$ cat src/rtl/core/assert_macros.svh
// Assertion macros shared by the warp core RTL.
// No dependencies; include by bare file name.
`ifndef ASSERT_MACROS_SVH
`define ASSERT_MACROS_SVH

// Same-cycle implication, checked on every clock edge outside reset.
`define ABWN_ASSERT_NOW(label, ante, cons) \
   label: assert property (@(posedge clock) disable iff (reset) (ante) |-> (cons)) \
      else $error("abwn assertion failed");

// Next-cycle implication, checked on every clock edge outside reset.
`define ABWN_ASSERT_NEXT(label, ante, cons) \
   label: assert property (@(posedge clock) disable iff (reset) (ante) |=> (cons)) \
      else $error("abwn assertion failed");

`endif

$ cat src/rtl/core/abwn_pkg.sv
// Shared types and constants of the affine bilinear warp core.
// No dependencies; imported by every module of the core except abwn_ram.
package abwn_pkg;

   localparam int QUEUE_DEPTH  = 8;
   localparam int QCOUNT_BITS  = $clog2(QUEUE_DEPTH + 1);
   localparam int OCC_BITS     = QCOUNT_BITS + 1;
   localparam int DIM_BITS     = 13;
   localparam int CSR_IDX_BITS = 3;
   localparam int PIX_BITS     = 24;
   localparam logic [7:0] PAD_VALUE = 8'd114;

   localparam logic OP_LOAD = 1'b0;
   localparam logic OP_WARP = 1'b1;

   typedef enum logic [CSR_IDX_BITS-1:0] {
      CSR_COEF_A     = 3'd0,
      CSR_COEF_B     = 3'd1,
      CSR_COEF_C     = 3'd2,
      CSR_COEF_D     = 3'd3,
      CSR_COEF_E     = 3'd4,
      CSR_COEF_F     = 3'd5,
      CSR_SRC_WIDTH  = 3'd6,
      CSR_SRC_HEIGHT = 3'd7
   } csr_index_type;

   typedef struct packed {
      logic       operation;
      logic [9:0] col;
      logic [9:0] row;
      logic [7:0] blue_in;
      logic [7:0] green_in;
      logic [7:0] red_in;
   } req_payload_type;

   typedef struct packed {
      logic [16:0] red_norm;
      logic [16:0] green_norm;
      logic [16:0] blue_norm;
      logic [9:0]  out_col;
      logic [9:0]  out_row;
   } rsp_payload_type;

endpackage

$ cat src/rtl/core/abwn_queue.sv
// Short flop queue between the front and back halves of the warp core.
// Depends on abwn_pkg for the count width.
module abwn_queue #(
   parameter int WIDTH = 168
) (
   input  logic                               clock,
   input  logic                               reset,
   input  logic                               push,
   input  logic [WIDTH-1:0]                   push_data,
   input  logic                               pop,
   output logic [WIDTH-1:0]                   head_data,
   output logic                               not_empty,
   output logic                               full,
   output logic [abwn_pkg::QCOUNT_BITS-1:0]   count
);
   import abwn_pkg::*;
   localparam int PTR_BITS = $clog2(QUEUE_DEPTH);

   logic [WIDTH-1:0]       slot_ff [QUEUE_DEPTH];
   logic [PTR_BITS-1:0]    wr_ptr_ff, wr_ptr_in;
   logic [PTR_BITS-1:0]    rd_ptr_ff, rd_ptr_in;
   logic [QCOUNT_BITS-1:0] count_ff, count_in;

   always_comb begin
      wr_ptr_in = push ? wr_ptr_ff + 1'b1 : wr_ptr_ff;
      rd_ptr_in = pop ? rd_ptr_ff + 1'b1 : rd_ptr_ff;
      count_in  = count_ff + QCOUNT_BITS'(push) - QCOUNT_BITS'(pop);
   end

   always_ff @(posedge clock) begin
      if (reset) begin
         wr_ptr_ff <= '0;
         rd_ptr_ff <= '0;
         count_ff  <= '0;
      end else begin
         wr_ptr_ff <= wr_ptr_in;
         rd_ptr_ff <= rd_ptr_in;
         count_ff  <= count_in;
      end
      if (push) begin
         slot_ff[wr_ptr_ff] <= push_data;
      end
   end

   assign head_data = slot_ff[rd_ptr_ff];
   assign not_empty = (count_ff != '0);
   assign full      = (count_ff == QCOUNT_BITS'(QUEUE_DEPTH));
   assign count     = count_ff;
endmodule

$ cat config.mk
export PLATFORM = sky130hd
export DESIGN_NAME = abwn_queue
export DESIGN_NICKNAME = d
export VERILOG_FILES = /design/src/rtl/core/assert_macros.svh /design/src/rtl/core/abwn_pkg.sv /design/src/rtl/core/abwn_queue.sv
export SDC_FILE = /design/constraint.sdc
export NUM_CORES = 1
export LEC_CHECK = 0
export BUFFER_PORTS_ARGS = -buffer_cell sky130_fd_sc_hd__buf_4
export CAP_MARGIN = 20
export CELL_PAD_IN_SITES_DETAIL_PLACEMENT = 1
export CELL_PAD_IN_SITES_GLOBAL_PLACEMENT = 1
export CORE_MARGIN = 5
export CORE_UTILIZATION = 48
export DETAILED_ROUTE_END_ITERATION = 8
export PLACE_DENSITY_LB_ADDON = 0.1
export SYNTH_ARGS = -nofsm -noshare
export SYNTH_HDL_FRONTEND = slang
export SYNTH_SLANG_ARGS = --single-unit
$ cat constraint.sdc
create_clock -name clock -period 12.7 [get_ports clock]
set_clock_uncertainty 0.15 [all_clocks]
set_input_delay 1.27 -clock clock [delete_from_list [all_inputs] [get_ports clock]]
set_output_delay 1.27 -clock clock [all_outputs]
set_load 0.02 [all_outputs]
==> impl_metrics.env <==
export IMPL_period_minus_slack_ns=5.92
export IMPL_io_pins=346
export IMPL_fin_nets=2623
export IMPL_first_pass_iters=5
export IMPL_overflow=0
export IMPL_grt_pass1_vias=24924
export IMPL_die_h_um=336
export IMPL_synth_edff_count=1344
export IMPL_layout_common_cells="edfxtp_1, buf_4, mux4_2"
export IMPL_startpoint_type="register"
export IMPL_synth_warnings=0
export IMPL_clock_fmax_mhz=169
export IMPL_async_reset_ff_share_pct=0
export IMPL_cp_end_kind="output pin"
export IMPL_drt_iter0_markers=1550
export IMPL_start_util_pct=48.3
export IMPL_p_per_area_nw_per_um2=168
export IMPL_crit_path_max_fanout=112
export IMPL_cp_arrival_ns=4.50
export IMPL_r2r_end="slot_ff[1][54]"
export IMPL_ys_ff_latch=1357
export IMPL_syn_area_um2=50900
export IMPL_holdPathStages=2
export IMPL_portBuffers=345
export IMPL_power_leakage_nw=18.9
export IMPL_finalSetupViolCount=0
export IMPL_gp_congestion=0.719
export IMPL_rsz0062_at_grt="false"
export IMPL_ys_types=23
export IMPL_dr_total_vias=22272
export IMPL_r2r_slack_ns=8.74
export IMPL_postCtsSetupBuffers=0
export IMPL_required_ns=11.28
export IMPL_die_w_um=336
export IMPL_hpwlAfterDp_um=60300
export IMPL_finalSetupTns_ns=0
export IMPL_cap_violations=0
export IMPL_cts_clk_slew_worst_paths_ns=0.06
export IMPL_wl_per_cell_um=28.4
export IMPL_reg2reg_depth=5
export IMPL_clock_tree_root_cell="clkbuf_16"
export IMPL_synth_seq_area_share_pct=79.8
export IMPL_coreArea_um2=105000
export IMPL_final_cells=3956
export IMPL_cts_made_buffers=142
export IMPL_cts_sinks=1357
export IMPL_tightest_slew_ns=1.18
export IMPL_slew_headroom_pct=21.0
export IMPL_hold_viol_final=0
export IMPL_fp_row_count=119
export IMPL_drc=0
export IMPL_drv_slew=0
export IMPL_period_share_pct=46.6
export IMPL_crit_end="head_data[36]"
export IMPL_ctsHoldBuffers=0
export IMPL_synthCells=2012
export IMPL_ant_nets=0
export IMPL_post_cts_resized=0
export IMPL_place_ws_ns=7.39
export IMPL_insertion_delay_ns=0.72
export IMPL_hold_ws_ns=0.388
export IMPL_die_area_um2=113000
export IMPL_ir_drop_mv=0.122
export IMPL_place_inst=3689
export IMPL_synth_nets=2193
export IMPL_grt_pass1_wl_um=167000
export IMPL_hold_class="register to register"
export IMPL_final_common_cell="edfxtp_1"
export IMPL_synth_area_per_cell_um2=25.3
export IMPL_vias_per_cell=5.63
export IMPL_p_total_mw=10.0
export IMPL_status="complete, no violations"
export IMPL_reg2reg_from="wr_ptr_ff[0]"
export IMPL_grt_usage_pct=20.1
export IMPL_drive_gt1_share_pct=42.7
export IMPL_antenna_found_initial=18
export IMPL_worst_slack_ns=6.78
export IMPL_synthFlopType="edfxtp_1"
export IMPL_syn2layout_area_growth_pct=17.4
export IMPL_grt_max_degree=161
export IMPL_critPathKind="register to output pin"
export IMPL_clk_path_buf_depth=3
export IMPL_cts_max_level=4
export IMPL_tritoncts="yes"
export IMPL_drt_total_wl_um=112000
[Yosys cell counts (all sizes together) (2+ instances only)]
| library cell | instances | area, um2 |
|---|---|---|
| mux4 | 336 | 7570 |
| nor2 | 16 | 60.1 |
| mux2i | 2 | 20.0 |
| dfxtp | 13 | 260 |
| buf | 50 | 283 |
| nand2 | 4 | 15.0 |
| nand3 | 2 | 10.0 |
| a21oi | 2 | 10.0 |
| xnor2 | 2 | 17.5 |
| inv | 7 | 26.3 |
| edfxtp | 1344 | 40400 |
| clkbuf | 45 | 169 |
| nor3 | 2 | 10.0 |
| mux2 | 168 | 1890 |
| nand2b | 4 | 25.0 |
| xor2 | 3 | 26.3 |
| ha | 8 | 100 |
[kinds of logic (layout without fill, tap and decap cells)]
family / after synthesis / after routing / synth area share [%]
AO/OA/AOI/OAI: 3 / 3 / 0.0369
XOR/XNOR: 5 / 5 / 0.0861
multiplexers: 506 / 506 / 18.6
AND/OR/NAND/NOR: 30 / 30 / 0.261
flip-flops: 1357 / 1357 / 79.8
adder cells (fa/ha/maj): 9 / 9 / 0.236
buffers and inverters: 102 / 644 / 0.939
other: 0 / 11 / 0
[where the power goes]
group          total (mW)  switching [mW]  internal [mW]  leakage, nW
combinational       0.917           0.494          0.423         4.40
sequential           5.09          0.0452           5.05         12.3
clock                4.00            1.64           2.36         2.20
total                10.0            2.18           7.83         18.9
[cell type report]
| cell class | instances | area (um2) |
|---|---|---|
| Antenna cell | 11 | 27.5 |
| Clock buffer | 178 | 3840 |
| Clock inverter | 78 | 654 |
| Fill cell | 8680 | 45500 |
| Inverter | 7 | 26.3 |
| Multi-Input combinational cell | 553 | 9860 |
| Sequential cell | 1357 | 40600 |
| Tap cell | 1391 | 1740 |
| Timing Repair Buffer | 381 | 2950 |
[registers in the layout (all words and copies together), names as in the netlist, named ones only]
signal     cells
count          4
rd_ptr_ff      3
slot_ff     1344
wr_ptr_ff      3
[worst min-delay path by stage]
stage / from / endpoint / slack (ns)
floorplan: rd_ptr_ff[2] / register / 0.33
global placement: rd_ptr_ff[2] / register / 0.35
detailed placement: rd_ptr_ff[1] / register / 0.38
CTS: rd_ptr_ff[2] / register / 0.40
global route: rd_ptr_ff[1] / register / 0.44
finish: rd_ptr_ff[1] / register / 0.39
[metrics by stage]
step / util, % / cell area [um2]
after floorplan: - / 50900
after global placement: 52.4 / 55200
after detailed placement: 52.4 / 55200
after CTS: 56.7 / 59700
after global routing: 56.7 / 59700
final: 56.7 / 59700
[critical path, cell delays in order (launching register included)]
cell and delay [ns]:
dfxtp_4 0.92, buf_12 0.57, buf_12 0.69, mux4_2 0.60, mux2_2 0.32, buf_4 0.17
[per-layer routing]
| metal | GRT usage, % | vias up | share of wire, % |
|---|---|---|---|
| met4 | 5.75 | 14 | 1.9 |
| met5 | 0 | - | 0.092 |
| met1 | 25.5 | 12087 | 40 |
| met2 | 34.5 | 487 | 52 |
| met3 | 5.28 | 152 | 5.6 |
| li1 | - | 9532 | - |
No activity file was read; power rests on OpenSTA's default activity.
